**src/hdl/cbfm_pkg.sv**
```systemverilog
// Package for the clock-replacement buffer frame manager.
// Holds widths, request, status and fill codes. No dependencies.
package cbfm_pkg;
  localparam int NumFramesDef = 16;
  localparam int PageBitsDef  = 20;
  localparam int FileBitsDef  = 8;
  localparam int CfgBits      = 5;
  localparam int IdxBits      = 4;

  typedef enum logic [2:0] {
    REQ_PIN = 3'd0, REQ_UNPIN = 3'd1, REQ_ALLOC = 3'd2, REQ_DISPOSE = 3'd3,
    REQ_FLUSH = 3'd4
  } req_e;

  localparam logic [2:0] StOk        = 3'd0;
  localparam logic [2:0] StAllPinned = 3'd1;
  localparam logic [2:0] StNotFound  = 3'd2;
  localparam logic [2:0] StNotPinned = 3'd3;
  localparam logic [2:0] StPagePin   = 3'd4;

  localparam logic [1:0] FillNone = 2'd0;
  localparam logic [1:0] FillRead = 2'd1;
  localparam logic [1:0] FillZero = 2'd2;
endpackage

```
**src/hdl/cbfm_datapath.sv**
```systemverilog
// Frame table datapath: tag match, frame fields, clock hand, request latch.
// Depends on cbfm_pkg; driven by commands from cbfm_ctrl.
module cbfm_datapath import cbfm_pkg::*; #(
  parameter int NumFrames = NumFramesDef,
  parameter int PageBits  = PageBitsDef,
  parameter int FileBits  = FileBitsDef,
  localparam int FBits    = $clog2(NumFrames + 1),
  localparam int IBits    = $clog2(NumFrames)
) (
  input  logic                clk_i,
  input  logic                rst_ni,
  input  logic                cfg_we_i,
  input  logic [CfgBits-1:0]  cfg_data_i,
  input  logic                latch_i,     // capture request, run match
  input  logic [FileBits-1:0] file_i,
  input  logic [PageBits-1:0] page_i,
  input  logic                md_i,
  input  logic                do_hit_i,    // pin hit update
  input  logic                do_unpin_i,
  input  logic                do_dispose_i,
  input  logic                sweep_step_i,// advance hand and examine
  input  logic                fill_i,      // fill hand frame
  input  logic                walk_clr_i,  // reset walk index
  input  logic                walk_step_i, // empty own-file frame, advance
  output logic                hit_o,
  output logic [IBits-1:0]    match_o,
  output logic                m_pinned_o,
  output logic                h_take_o,    // frame at next hand is takeable
  output logic                h_dirty_o,
  output logic [IBits-1:0]    h_next_o,
  output logic [IBits-1:0]    hand_o,
  output logic [FBits:0]      two_n_o,
  output logic                w_done_o,
  output logic                w_mine_o,
  output logic                w_pinned_o,
  output logic                w_dirty_o,
  output logic [IBits-1:0]    w_idx_o,
  output logic [FileBits-1:0] rd_file_o,
  output logic [PageBits-1:0] rd_page_o
);
  logic [CfgBits-1:0]  fiu_q;
  logic [NumFrames-1:0] valid_q, dirty_q, ref_q;
  logic [FileBits-1:0] file_q [NumFrames];
  logic [PageBits-1:0] page_q [NumFrames];
  logic [7:0]          pins_q [NumFrames];
  logic [IBits-1:0]    hand_q, match_q;
  logic [FBits-1:0]    walk_q;
  logic                hit_q;
  logic [FileBits-1:0] rf_q;
  logic [PageBits-1:0] rp_q;
  logic                md_q;
  logic [FBits-1:0]    n;
  logic [NumFrames-1:0] mv;
  logic [IBits-1:0]    mi, hn, rdi, wi;

  always_comb begin
    if (fiu_q == '0) n = FBits'(1);
    else if (CfgBits'(fiu_q) > CfgBits'(NumFrames) && NumFrames < 32) n = FBits'(NumFrames);
    else n = FBits'(fiu_q);
  end

  always_comb begin
    for (int i = 0; i < NumFrames; i++) begin
      mv[i] = valid_q[i] && file_q[i] == file_i && page_q[i] == page_i && FBits'(i) < n;
    end
    mi = '0;
    for (int i = NumFrames - 1; i >= 0; i--) begin
      if (mv[i]) mi = IBits'(i);
    end
  end

  assign wi = walk_q[IBits-1:0];
  assign hn = ((FBits'(hand_q) + FBits'(1)) >= n) ? '0 : hand_q + IBits'(1);
  assign h_next_o = hn;
  assign h_take_o = !valid_q[hn] || (!ref_q[hn] && pins_q[hn] == '0);
  assign h_dirty_o = valid_q[hn] && dirty_q[hn];
  assign hit_o = hit_q;
  assign match_o = match_q;
  assign m_pinned_o = pins_q[match_q] != '0;
  assign hand_o = hand_q;
  assign two_n_o = {n, 1'b0};
  assign w_done_o = walk_q >= n;
  assign w_mine_o = valid_q[wi] && file_q[wi] == rf_q;
  assign w_pinned_o = pins_q[wi] != '0;
  assign w_dirty_o = dirty_q[wi];
  assign w_idx_o = wi;
  assign rdi = walk_step_i ? wi : hn;
  assign rd_file_o = file_q[rdi];
  assign rd_page_o = page_q[rdi];

  always_ff @(posedge clk_i or negedge rst_ni) begin
    if (!rst_ni) begin
      fiu_q <= CfgBits'(16);
      valid_q <= '0; dirty_q <= '0; ref_q <= '0;
      for (int i = 0; i < NumFrames; i++) begin
        file_q[i] <= '0; page_q[i] <= '0; pins_q[i] <= '0;
      end
      hand_q <= (NumFrames < 16) ? IBits'(NumFrames - 1) : IBits'(15);
      walk_q <= '0; match_q <= '0; hit_q <= 1'b0;
      rf_q <= '0; rp_q <= '0; md_q <= 1'b0;
    end else begin
      if (cfg_we_i) begin
        fiu_q <= cfg_data_i;
      end
      if (latch_i) begin
        hit_q <= |mv; match_q <= mi; rf_q <= file_i; rp_q <= page_i; md_q <= md_i;
      end
      if (do_hit_i) begin
        ref_q[match_q] <= 1'b1;
        if (pins_q[match_q] != 8'hff) pins_q[match_q] <= pins_q[match_q] + 8'd1;
      end
      if (do_unpin_i) begin
        pins_q[match_q] <= pins_q[match_q] - 8'd1;
        if (md_q) dirty_q[match_q] <= 1'b1;
      end
      if (do_dispose_i) begin
        valid_q[match_q] <= 1'b0; dirty_q[match_q] <= 1'b0; ref_q[match_q] <= 1'b0;
        file_q[match_q] <= '0; page_q[match_q] <= '0; pins_q[match_q] <= '0;
      end
      if (sweep_step_i) begin
        hand_q <= hn;
        if (ref_q[hn] && valid_q[hn]) ref_q[hn] <= 1'b0;
      end
      if (fill_i) begin
        valid_q[hand_q] <= 1'b1; file_q[hand_q] <= rf_q; page_q[hand_q] <= rp_q;
        pins_q[hand_q] <= 8'd1; dirty_q[hand_q] <= 1'b0; ref_q[hand_q] <= 1'b1;
      end
      if (walk_clr_i) begin
        walk_q <= '0;
      end
      if (walk_step_i) begin
        if (w_mine_o) begin
          valid_q[wi] <= 1'b0; dirty_q[wi] <= 1'b0; ref_q[wi] <= 1'b0;
          file_q[wi] <= '0; page_q[wi] <= '0; pins_q[wi] <= '0;
        end
        walk_q <= walk_q + FBits'(1);
      end
    end
  end
endmodule

```
**config.mk**
```make
export PLATFORM = sky130hd
export DESIGN_NAME = cbfm_datapath
export DESIGN_NICKNAME = d
export VERILOG_FILES = /design/src/hdl/cbfm_pkg.sv /design/src/hdl/cbfm_datapath.sv
export SDC_FILE = /design/constraint.sdc
export NUM_CORES = 2
export LEC_CHECK = 0
export ABC_AREA = 0
export BUFFER_PORTS_ARGS = -buffer_cell sky130_fd_sc_hd__buf_2
export CAP_MARGIN = 25
export CORE_MARGIN = 1.5
export CORE_UTILIZATION = 41
export CTS_CLUSTER_DIAMETER = 150
export CTS_CLUSTER_SIZE = 14
export DETAILED_ROUTE_END_ITERATION = 10
export GPL_TIMING_DRIVEN = 0
export PLACE_DENSITY_LB_ADDON = 0.15
export RECOVER_POWER = 25
export SETUP_SLACK_MARGIN = 0.5
export SLEW_MARGIN = 20
export SYNTH_ARGS = -nofsm -noshare
export SYNTH_HDL_FRONTEND = slang
export SYNTH_SLANG_ARGS = --single-unit
```
**constraint.sdc**
```tcl
create_clock -name clk_i -period 16.5 [get_ports clk_i]
set_input_delay 3.3 -clock clk_i [delete_from_list [all_inputs] [get_ports clk_i]]
set_output_delay 3.3 -clock clk_i [all_outputs]
set_load 0.01 [all_outputs]
```
==> results.json <==
{
  "die_area_sq_um": 101000,
  "core_sq_um": 98100,
  "nets": 4389,
  "avgSynthCellArea_sq_um": 9.77,
  "setup_violations": 0,
  "synthTopCellsByArea": "dfrtp_1 41%, mux2i_1 6.4%, xnor2_1 5.3%",
  "reg2reg_depth": 18,
  "relSlewSlack_pct": -224,
  "drive_above_1_share_pct": 9.83,
  "gr-usage-met3_pct": 10.7,
  "p_total_mw": 8.04,
  "wl_per_cell_microns": 40.0,
  "cts.sinks": 672,
  "worstPathRequired_ns": 13.20,
  "tritoncts": "yes",
  "syn2layout_area_growth_pct": 9.97,
  "netlist_area_sq_um": 40500,
  "period_share_pct": 74.8,
  "slew_viol_final": 352,
  "grt_max_degree": 85,
  "ys_ff_latch": 672,
  "dp.cells": 5545,
  "clock.fmax_ghz": 0.0810,
  "tightest_slew_ns": 4.87,
  "hold_class": "reg2reg",
  "grt_use_met1_pct": 57.2,
  "startpoint_type": "register",
  "wl_mm": 225,
  "grt_pass1_wl_mm": 308,
  "yosysTopAreaCell": "dfrtp_1",
  "yosysSeqAreaShare_pct": 41.5,
  "yosys.area.top_type_share_pct": 41.2,
  "yosysMostFrequentCell": "dfrtp_1",
  "clock_path_buffers": 3,
  "antenna_found_initial": 16,
  "post-dp-hpwl_mm": 179,
  "stdcell_count": 5627,
  "ys_warn_count": 0,
  "place_congestion": 1.03,
  "r2r-end": "pins_q[72]",
  "synth_cells": 4149,
  "hold-path-endpoint": "dirty_q[11]",
  "hold_ws_ns": 0.543,
  "fin_util_pct": 45.4,
  "yosys-top-cells-count": "667 x dfrtp_1, 480 x nor2_1, 280 x a22oi_1",
  "fin_ws_ns": 4.16,
  "clk-insertion-delay-late_ns": 0.71,
  "leakage_nw": 19.5,
  "start_util_pct": 41.3,
  "hold_violations": 0,
  "io_buffers": 70,
  "core.rowCount": 115,
  "reg2reg_slack_ns": 9.89,
  "ios": 103,
  "synth_nets": 4215,
  "startpoint": "hand_o[0]",
  "status": "complete, but fails checks",
  "via_per_inst": 6.89,
  "drt_first_pass_iters": 8,
  "period_minus_slack_ns": 12.34,
  "grt_pass1_vias": 36300,
  "vias": 38800,
  "cts_made_buffers": 53,
  "cp.arrival_ns": 9.04,
  "cp-end-kind": "output pin",
  "hp-start": "dirty_q[11]",
  "synth-edff-count": 0,
  "route.detailed.drc": 0,
  "fp.dieH_microns": 317,
  "worst-setup-path-type": "reg2out",
  "drv_cap": 5,
  "drt_iter0_markers": 6000,
  "finalInstanceArea_sq_um": 44600,
  "top_usage_layer": "met2",
  "die_w_microns": 317,
  "irDropWorstVdd_mv": 0.101,
  "postCtsSetupRepairBufs": 0,
  "ant_nets": 0,
  "pre_cts_slack_ns": 5.15,
  "fillers": 9706,
  "synth-main-ff-cell": "dfrtp_1",
  "hold_depth": 2,
  "cts_resized": 0,
  "violations": "max-capacitance violations, max-slew violations",
  "postCtsHoldBufs": 0,
  "async_reset_ff_share_pct": 100,
  "grt_setup_unrepaired": "false",
  "grt-ovfl-total": 0,
  "track_usage_pct": 43.7,
  "pwr_density_cell_nw_per_um2": 180,
  "r2r-start": "match_o[1]",
  "cts_max_level": 2,
  "crit_fanout": 11,
  "use_met2_pct": 64.6,
  "synth_cell_type_count": 76,
  "placed_area_sq_um": 43200,
  "cts_root_buffer": "clkbuf_16",
  "clk_pin_slew_ns": 0.07,
  "finClkSkew_ns": 0.0366,
  "fin_tns_setup_ns": 0
}
cells by family (layout without fill, tap and decap cells):
family / count (synthesis) / count (layout) / share of synthesized area, %
buffers and inverters: 426 / 609 / 4.39
AOI/OAI and AO/OA: 1040 / 1040 / 18.2
and+or+nand+nor: 1138 / 1138 / 13.4
DFF: 672 / 672 / 41.5
xor gates and xnor gates: 477 / 477 / 10.3
muxes: 374 / 374 / 11.6
other: 1 / 9 / 0.00925
adders and majority gates: 21 / 21 / 0.648
power by group:
part,internal (mW),total (mW),switching (mW)
Combinational,1.43,3.88,2.45
Sequential,2.16,2.90,0.739
Clock,0.585,1.27,0.683
Total,4.18,8.04,3.87
final cells by class:
type / count / area, sq um / area share, %
flip-flops and latches: 672 / 16800 / 37.7
multi-input cells: 3051 / 22100 / 49.6
repair buffers: 119 / 836 / 1.87
diodes: 8 / 20.0 / 0.0449
plain buffers: 400 / 1690 / 3.79
clock inverters: 1 / 16.3 / 0.0365
inverters: 26 / 97.6 / 0.219
clock buffers: 63 / 1390 / 3.11
well taps: 1287 / 1610 / 3.61
registers in the layout, summed over array words and instances (netlist names), 5 cells and up:
name and flops:
file_q 128, page_q 320, pins_q 128, rf_q 8, valid_q 16, walk_q 5, rp_q 20, ref_q 16
fiu_q 5, dirty_q 16
worst max-delay path by stage:
stage	endpoint	slack, ns	cells after the start
final	rd_page_o[16]	4.16	17
after global placement	rp_q[4]	-3.43	1
after CTS	rd_page_o[16]	4.46	17
after floorplan	rd_page_o[15]	7.51	9
after detailed placement	rd_page_o[16]	5.15	11
after global routing	page_q[6]	2.65	3
critical path: stages (launching register included):
cell and delay, ns:
dfstp_2 0.62, clkbuf_1 0.52, inv_1 0.21, clkbuf_1 0.35
ha_1 0.48, ha_1 0.32, a21o_1 0.13, a21oi_1 0.11
o21ai_1 0.73, nor2_1 0.47, mux2i_1 0.46, clkbuf_1 0.85
clkbuf_1 0.88, clkbuf_1 0.83, mux2i_1 0.34, o22ai_1 0.20
or4_1 0.61, buf_2 0.20
per-layer routing:
layer | wire length, microns | part of all wire (%)
met2 | 95800 | 43
met5 | 102 | 0.045
met4 | 18100 | 8.0
met1 | 87700 | 39
met3 | 23400 | 10
placed cells by master, fill, tap and decap left out, types with 22 or more instances in the layout:
cell type,instances
a211oi_1,36
a21oi_1,176
a22o_1,186
a22oi_1,278
a31oi_1,26
and3_1,25
buf_1,44
buf_2,138
buf_4,24
buf_6,22
clkbuf_1,287
clkbuf_16,54
dfrtp_1,667
inv_1,25
mux2_2,45
mux2i_1,258
mux4_2,71
nand2_1,193
nand2b_1,36
nand3_1,48
nand4_1,78
nor2_1,479
nor2b_1,22
nor3_1,46
nor4_1,99
o21ai_0,56
o22ai_1,125
or4_1,36
xnor2_1,240
xor2_1,230
Note: power is estimated with default switching activity, not from simulation.
