==> src/hdl/cbfm_pkg.sv <==
// Package for the clock-replacement buffer frame manager.
// Holds widths, request, status and fill codes. No dependencies.
package cbfm_pkg;
  localparam int NumFramesDef = 16;
  localparam int PageBitsDef  = 20;
  localparam int FileBitsDef  = 8;
  localparam int CfgBits      = 5;
  localparam int IdxBits      = 4;

  typedef enum logic [2:0] {
    REQ_PIN = 3'd0, REQ_UNPIN = 3'd1, REQ_ALLOC = 3'd2, REQ_DISPOSE = 3'd3,
    REQ_FLUSH = 3'd4
  } req_e;

  localparam logic [2:0] StOk        = 3'd0;
  localparam logic [2:0] StAllPinned = 3'd1;
  localparam logic [2:0] StNotFound  = 3'd2;
  localparam logic [2:0] StNotPinned = 3'd3;
  localparam logic [2:0] StPagePin   = 3'd4;

  localparam logic [1:0] FillNone = 2'd0;
  localparam logic [1:0] FillRead = 2'd1;
  localparam logic [1:0] FillZero = 2'd2;
endpackage

==> src/hdl/cbfm_ctrl.sv <==
// Request sequencer: decodes requests, drives sweep and flush walk, and
// holds the result register. Depends on cbfm_pkg and cbfm_datapath status.
module cbfm_ctrl import cbfm_pkg::*; #(
  parameter int NumFrames = NumFramesDef,
  parameter int PageBits  = PageBitsDef,
  parameter int FileBits  = FileBitsDef,
  localparam int FBits    = $clog2(NumFrames + 1),
  localparam int IBits    = $clog2(NumFrames)
) (
  input  logic                clk_i,
  input  logic                rst_ni,
  input  logic                in_valid_i,
  output logic                in_ready_o,
  input  logic [2:0]          req_i,
  input  logic                out_ready_i,
  output logic                out_valid_o,
  output logic [2:0]          status_o,
  output logic [IdxBits-1:0]  frame_o,
  output logic [1:0]          fill_o,
  output logic                wbv_o,
  output logic [IdxBits-1:0]  wbf_o,
  output logic [FileBits-1:0] wbfile_o,
  output logic [PageBits-1:0] wbpage_o,
  output logic                last_o,
  output logic                latch_o,
  output logic                do_hit_o,
  output logic                do_unpin_o,
  output logic                do_dispose_o,
  output logic                sweep_step_o,
  output logic                fill_cmd_o,
  output logic                walk_clr_o,
  output logic                walk_step_o,
  input  logic                hit_i,
  input  logic [IBits-1:0]    match_i,
  input  logic                m_pinned_i,
  input  logic                h_take_i,
  input  logic                h_dirty_i,
  input  logic [IBits-1:0]    h_next_i,
  input  logic [IBits-1:0]    hand_i,
  input  logic [FBits:0]      two_n_i,
  input  logic                w_done_i,
  input  logic                w_mine_i,
  input  logic                w_pinned_i,
  input  logic                w_dirty_i,
  input  logic [IBits-1:0]    w_idx_i,
  input  logic [FileBits-1:0] rd_file_i,
  input  logic [PageBits-1:0] rd_page_i
);
  typedef enum logic [2:0] {S_IDLE, S_DECODE, S_SWEEP, S_FILL, S_WALK, S_OUT} state_e;
  state_e state_q;
  req_e   req_q;
  logic [FBits:0] steps_q;
  logic   walk_more_q; // after output, continue walk

  assign in_ready_o = state_q == S_IDLE;
  assign latch_o = in_valid_i && in_ready_o;
  assign do_hit_o = state_q == S_DECODE && req_q == REQ_PIN && hit_i;
  assign do_unpin_o = state_q == S_DECODE && req_q == REQ_UNPIN && hit_i && m_pinned_i;
  assign do_dispose_o = state_q == S_DECODE && req_q == REQ_DISPOSE && hit_i;
  assign sweep_step_o = state_q == S_SWEEP && steps_q < two_n_i;
  assign fill_cmd_o = state_q == S_FILL;
  assign walk_clr_o = state_q == S_DECODE;
  assign walk_step_o = state_q == S_WALK && !w_done_i && !(w_mine_i && w_pinned_i);

  task automatic res(input logic [2:0] st, input logic [IdxBits-1:0] fi,
                     input logic [1:0] fill, input logic wbv, input logic [IdxBits-1:0] wbf,
                     input logic [FileBits-1:0] wbfile, input logic [PageBits-1:0] wbpage,
                     input logic lst);
    status_o <= st; frame_o <= fi; fill_o <= fill; wbv_o <= wbv;
    wbf_o <= wbf; wbfile_o <= wbfile; wbpage_o <= wbpage; last_o <= lst;
  endtask

  // Final result item with status only.
  task automatic res_st(input logic [2:0] st);
    res(st, '0, FillNone, 1'b0, '0, '0, '0, 1'b1);
  endtask

  always_ff @(posedge clk_i or negedge rst_ni) begin
    if (!rst_ni) begin
      state_q <= S_IDLE; req_q <= REQ_PIN; steps_q <= '0; walk_more_q <= 1'b0;
      out_valid_o <= 1'b0;
      status_o <= '0; frame_o <= '0; fill_o <= '0; wbv_o <= 1'b0;
      wbf_o <= '0; wbfile_o <= '0; wbpage_o <= '0; last_o <= 1'b0;
    end else begin
      unique case (state_q)
        S_IDLE: begin
          if (latch_o) begin
            req_q <= req_e'(req_i); state_q <= S_DECODE; steps_q <= '0;
          end
        end
        S_DECODE: begin
          walk_more_q <= 1'b0;
          unique case (req_q)
            REQ_PIN, REQ_ALLOC: begin
              if (hit_i && req_q == REQ_ALLOC) begin
                res_st(StPagePin); out_valid_o <= 1'b1; state_q <= S_OUT;
              end else if (hit_i) begin
                res(StOk, IdxBits'(match_i), FillNone, 1'b0, '0, '0, '0, 1'b1);
                out_valid_o <= 1'b1; state_q <= S_OUT;
              end else begin
                state_q <= S_SWEEP;
              end
            end
            REQ_UNPIN: begin
              out_valid_o <= 1'b1; state_q <= S_OUT;
              if (!hit_i) res_st(StNotFound);
              else if (!m_pinned_i) res_st(StNotPinned);
              else res_st(StOk);
            end
            REQ_DISPOSE: begin
              res_st(StOk); out_valid_o <= 1'b1; state_q <= S_OUT;
            end
            REQ_FLUSH: begin
              state_q <= S_WALK;
            end
            default: begin
              res_st(StNotFound); out_valid_o <= 1'b1; state_q <= S_OUT;
            end
          endcase
        end
        S_SWEEP: begin
          if (steps_q >= two_n_i) begin
            res_st(StAllPinned); out_valid_o <= 1'b1; state_q <= S_OUT;
          end else begin
            steps_q <= steps_q + (FBits+1)'(1);
            if (h_take_i) begin
              if (h_dirty_i) begin
                res(StOk, IdxBits'(h_next_i), (req_q == REQ_PIN) ? FillRead : FillZero,
                    1'b1, IdxBits'(h_next_i), rd_file_i, rd_page_i, 1'b1);
              end else begin
                res(StOk, IdxBits'(h_next_i), (req_q == REQ_PIN) ? FillRead : FillZero,
                    1'b0, '0, '0, '0, 1'b1);
              end
              state_q <= S_FILL;
            end
          end
        end
        S_FILL: begin
          out_valid_o <= 1'b1; state_q <= S_OUT;
        end
        S_WALK: begin
          if (w_done_i) begin
            res_st(StOk); out_valid_o <= 1'b1; state_q <= S_OUT;
          end else if (w_mine_i && w_pinned_i) begin
            res_st(StPagePin); out_valid_o <= 1'b1; state_q <= S_OUT;
          end else if (w_mine_i && w_dirty_i) begin
            res(StOk, '0, FillNone, 1'b1, IdxBits'(w_idx_i), rd_file_i, rd_page_i, 1'b0);
            out_valid_o <= 1'b1; walk_more_q <= 1'b1; state_q <= S_OUT;
          end
        end
        S_OUT: begin
          if (out_ready_i) begin
            out_valid_o <= 1'b0;
            state_q <= walk_more_q ? S_WALK : S_IDLE;
            walk_more_q <= 1'b0;
          end
        end
        default: state_q <= S_IDLE;
      endcase
    end
  end

  logic unused;
  assign unused = ^hand_i;
endmodule

==> config.mk <==
export PLATFORM = sky130hd
export DESIGN_NAME = cbfm_ctrl
export DESIGN_NICKNAME = d
export VERILOG_FILES = /design/src/hdl/cbfm_pkg.sv /design/src/hdl/cbfm_ctrl.sv
export SDC_FILE = /design/constraint.sdc
export NUM_CORES = 1
export LEC_CHECK = 0
export BUFFER_PORTS_ARGS = -buffer_cell sky130_fd_sc_hd__buf_2
export CAP_MARGIN = 30
export CORE_MARGIN = 10
export CORE_UTILIZATION = 25
export CTS_BUF_LIST = sky130_fd_sc_hd__clkbuf_16
export DETAILED_ROUTE_END_ITERATION = 8
export PLACE_DENSITY = 0.44
export SETUP_SLACK_MARGIN = 0.02
export SYNTH_ARGS = -nofsm -noshare
export SYNTH_HDL_FRONTEND = slang
export SYNTH_SLANG_ARGS = --single-unit
==> constraint.sdc <==
create_clock -name clk_i -period 5.1 [get_ports clk_i]
set_clock_uncertainty 0.05 [all_clocks]
set_input_delay 0.51 -clock clk_i [delete_from_list [all_inputs] [get_ports clk_i]]
set_output_delay 0.51 -clock clk_i [all_outputs]
set_load 0.01 [all_outputs]
==> results.txt <==
CTS Hold Buffers Added: 0
Leakage: 0.00200 uW
I/O Pins: 118
Avg WL per Cell: 17.7 um
Switching Fraction: 39.5%
TritonCTS Sinks: 57
Ys flop type: dfrtp_1
DRC: 0
CTS tree: yes
Initial antenna violation count: 0
Fin. Hold Viols: 0
First-pass GRT wire length: 14.1 mm
Total power: 2030 uW
Tmin final: 2.90 ns
Final wirelength: 8.98 mm
Post-synth design cell area: 2850 um2
Final nets: 435
Initial Util: 25.9%
CP dominant cell by count: buf_4
Core area: 11,000 um2
Syn. warnings: 0
PwrDens: 536 nW/um2
Post-Place Setup Slack: 1.97 ns
Register area share after synthesis: 50.1%
Post-DRT Antenna Nets: 0
PortBufs: 113
Flops & latches, synth: 57
Worst skew pair latency: 0.32 ns
Reg clk slew, reported paths: 0.06 ns
Pint: 1230 uW
Setup violators final: 0
Slowest cell on crit path: o221ai_4
Crit. Startpoint: steps_q[0]
Mean Syn Cell Area: 11.6 um2
Outcome: finished, final reports clean
Hold Crit Class: in2async
# diodes: 0
Required time worst endpoint: 5.30 ns
Setup TNS: 0 ns
Net Sw Power: 803 uW
Filler cells: 1,135
Die area: 16,000 um2
Non-filler cells, final: 508
DRT iter0 DRCs: 90
Rel. slew slack: 37.9%
CTS root buf: clkbuf_16
Max Slew Vio Count: 0
Number of global-route vias before repair: 2,551
Total Routing Usage GR: 10.9%
Yosys cell types: 54
RSZ-0062 raised after global routing: false
Clk pwr share: 26.4%
Grt ovf: 0
Worst-path maximum fanout: 23
Vias: 2,444
Gate power share: 41.0%
Resize count post-CTS: 0
Die H: 127 um
CP Class: reg2reg
Routability cong.: 0.790
Crit path DAT: 3.11 ns
Dpl hpwl: 6.69 mm
FP Rows: 38
Post-route setup slack: 2.20 ns
Pin count of the biggest net entering global routing: 58
Number of synthesized flops with an enable pin: 0
Tcrit/Tclk final: 56.9%
Layout cell share with drive strength beyond 1: 41.0%
Die width: 127 um
Mapped Nets: 318
Startpoint types: flip-flop
Post-synth ARST share: 100%
Total CTS buffers: 9
Worst vdd ir: 0.185 mV
Placed Instances: 492
# Max-Cap Violations: 0
Post-Syn Instances: 246
CTS max path bufs: 2
H-tree depth: 3
Number of setup buffers added after CTS: 0
Critical path, cell by cell: inv_1, ha_1, nand2b_1, a21oi_1, o21ai_1, buf_4, o221ai_4, buf_4, a22o_1
Final core occ: 34.5%
Slew @ Worst Pin: 0.931 ns
Critical path's largest stage delay: 0.72 ns
Area grow syn2layout: 33.2%
Reg power frac: 32.6%
CP endpoint kind: flip-flop
F_max: 344 MHz
Drt pass-1 iters: 4
Via density per instance: 4.81
R2R Path Start: steps_q[0]
-- synth_stat cells, types with 5 or more instances --
cell,count,area [um2]
inv_1,12,45.0
o21ai_0,8,40.0
mux2_4,6,90.1
o2bb2ai_1,5,43.8
o211ai_1,5,37.5
nor2_1,5,18.8
dfrtp_1,57,1430
a22o_1,33,289
buf_6,6,67.6
ha_1,7,87.6
nand2_1,23,86.3
a21oi_1,9,45.0
-- metrics by stage --
stage               hold WS, ns  cell area, um2
global route              0.341            3790
global placement          0.410            3520
floorplan                 0.164            2850
CTS                       0.323            3790
finish                    0.293            3790
detailed placement        0.411            3530
-- cell families after synthesis --
family,count (synthesis),share of synthesized area [%]
xor+xnor,2,0.616
buf+inv,27,6.07
mux,12,5.41
simple gates,57,10.7
fa+ha+maj,7,3.08
flops,57,50.1
compound gates,84,24.0
-- state kept, by name (all words and copies together) (netlist names) --
| register | flops |
|---|---|
| out_valid_o | 1 |
| status_o | 3 |
| state_q | 3 |
| last_o | 1 |
| req_q | 3 |
| fill_o | 2 |
| wbpage_o | 20 |
| walk_more_q | 1 |
| frame_o | 4 |
| wbfile_o | 8 |
| steps_q | 6 |
| wbv_o | 1 |
| wbf_o | 4 |
-- worst max-delay path: cells and delay by family (launching register included) --
family                   cells  cell delay (ns)
flip-flops                   1             0.40
buffers and inverters        3             0.64
AND/OR/NAND/NOR              1             0.14
adder cells (fa/ha/maj)      1             0.26
AO/OA/AOI/OAI                4             1.35
-- final timing paths --
check,depth (start not counted),endpoint,slack [ns]
setup / recovery,9,wbpage_o[6],2.20
hold / removal,2,walk_more_q,0.29
setup reg to reg,9,wbpage_o[6],2.20
hold reg to reg,1,wbv_o,0.43
max in group asynchronous,2,wbf_o[3],4.22
min in group clk_i,3,req_q[1],0.33
-- metal layers --
metal	vias up	share of wire, %	GRT usage (%)
met5	-	0	0
met4	0	0.70	3.62
met3	2	5.3	3.33
met2	77	48	17.1
met1	1197	46	13.9
li1	1168	-	-
-- layout by cell type, fill, tap and decap left out, types with 3 or more instances in the layout --
cell type	instances
nor2b_1	3
buf_4	4
nor2_1	5
mux2i_1	3
ha_1	7
o211ai_1	5
clkinv_1	3
nand4_1	3
clkbuf_16	9
a21o_1	3
nand3_1	3
nor3_1	3
dfrtp_1	57
or3_1	3
inv_1	12
clkinv_2	3
a32oi_1	4
o21a_1	3
buf_2	113
a22o_1	33
nand2_1	23
mux2_4	6
a21oi_1	9
o21ai_0	8
mux2_2	3
o2bb2ai_1	5
-- power by group through the flow --
| stage | combinational (uW) | sequential, uW | clock (uW) |
|---|---|---|---|
| after floorplan | 629 | 662 | 0 |
| after global placement | 836 | 664 | 0 |
| after detailed placement | 847 | 668 | 0 |
| after CTS | 852 | 662 | 553 |
| after global routing | 917 | 681 | 574 |
| final | 833 | 662 | 537 |
-- cell type report --
| type | instances | area, um2 | share of cell area (%) |
|---|---|---|---|
| Clock buffer | 9 | 225 | 5.94 |
| Clock inverter | 7 | 37.5 | 0.990 |
| Inverter | 15 | 61.3 | 1.62 |
| Multi-Input combinational cell | 162 | 1260 | 33.2 |
| Sequential cell | 57 | 1430 | 37.6 |
| Tap cell | 140 | 175 | 4.62 |
| Timing Repair Buffer | 118 | 607 | 16.0 |
(Power assumes the default switching activity.)
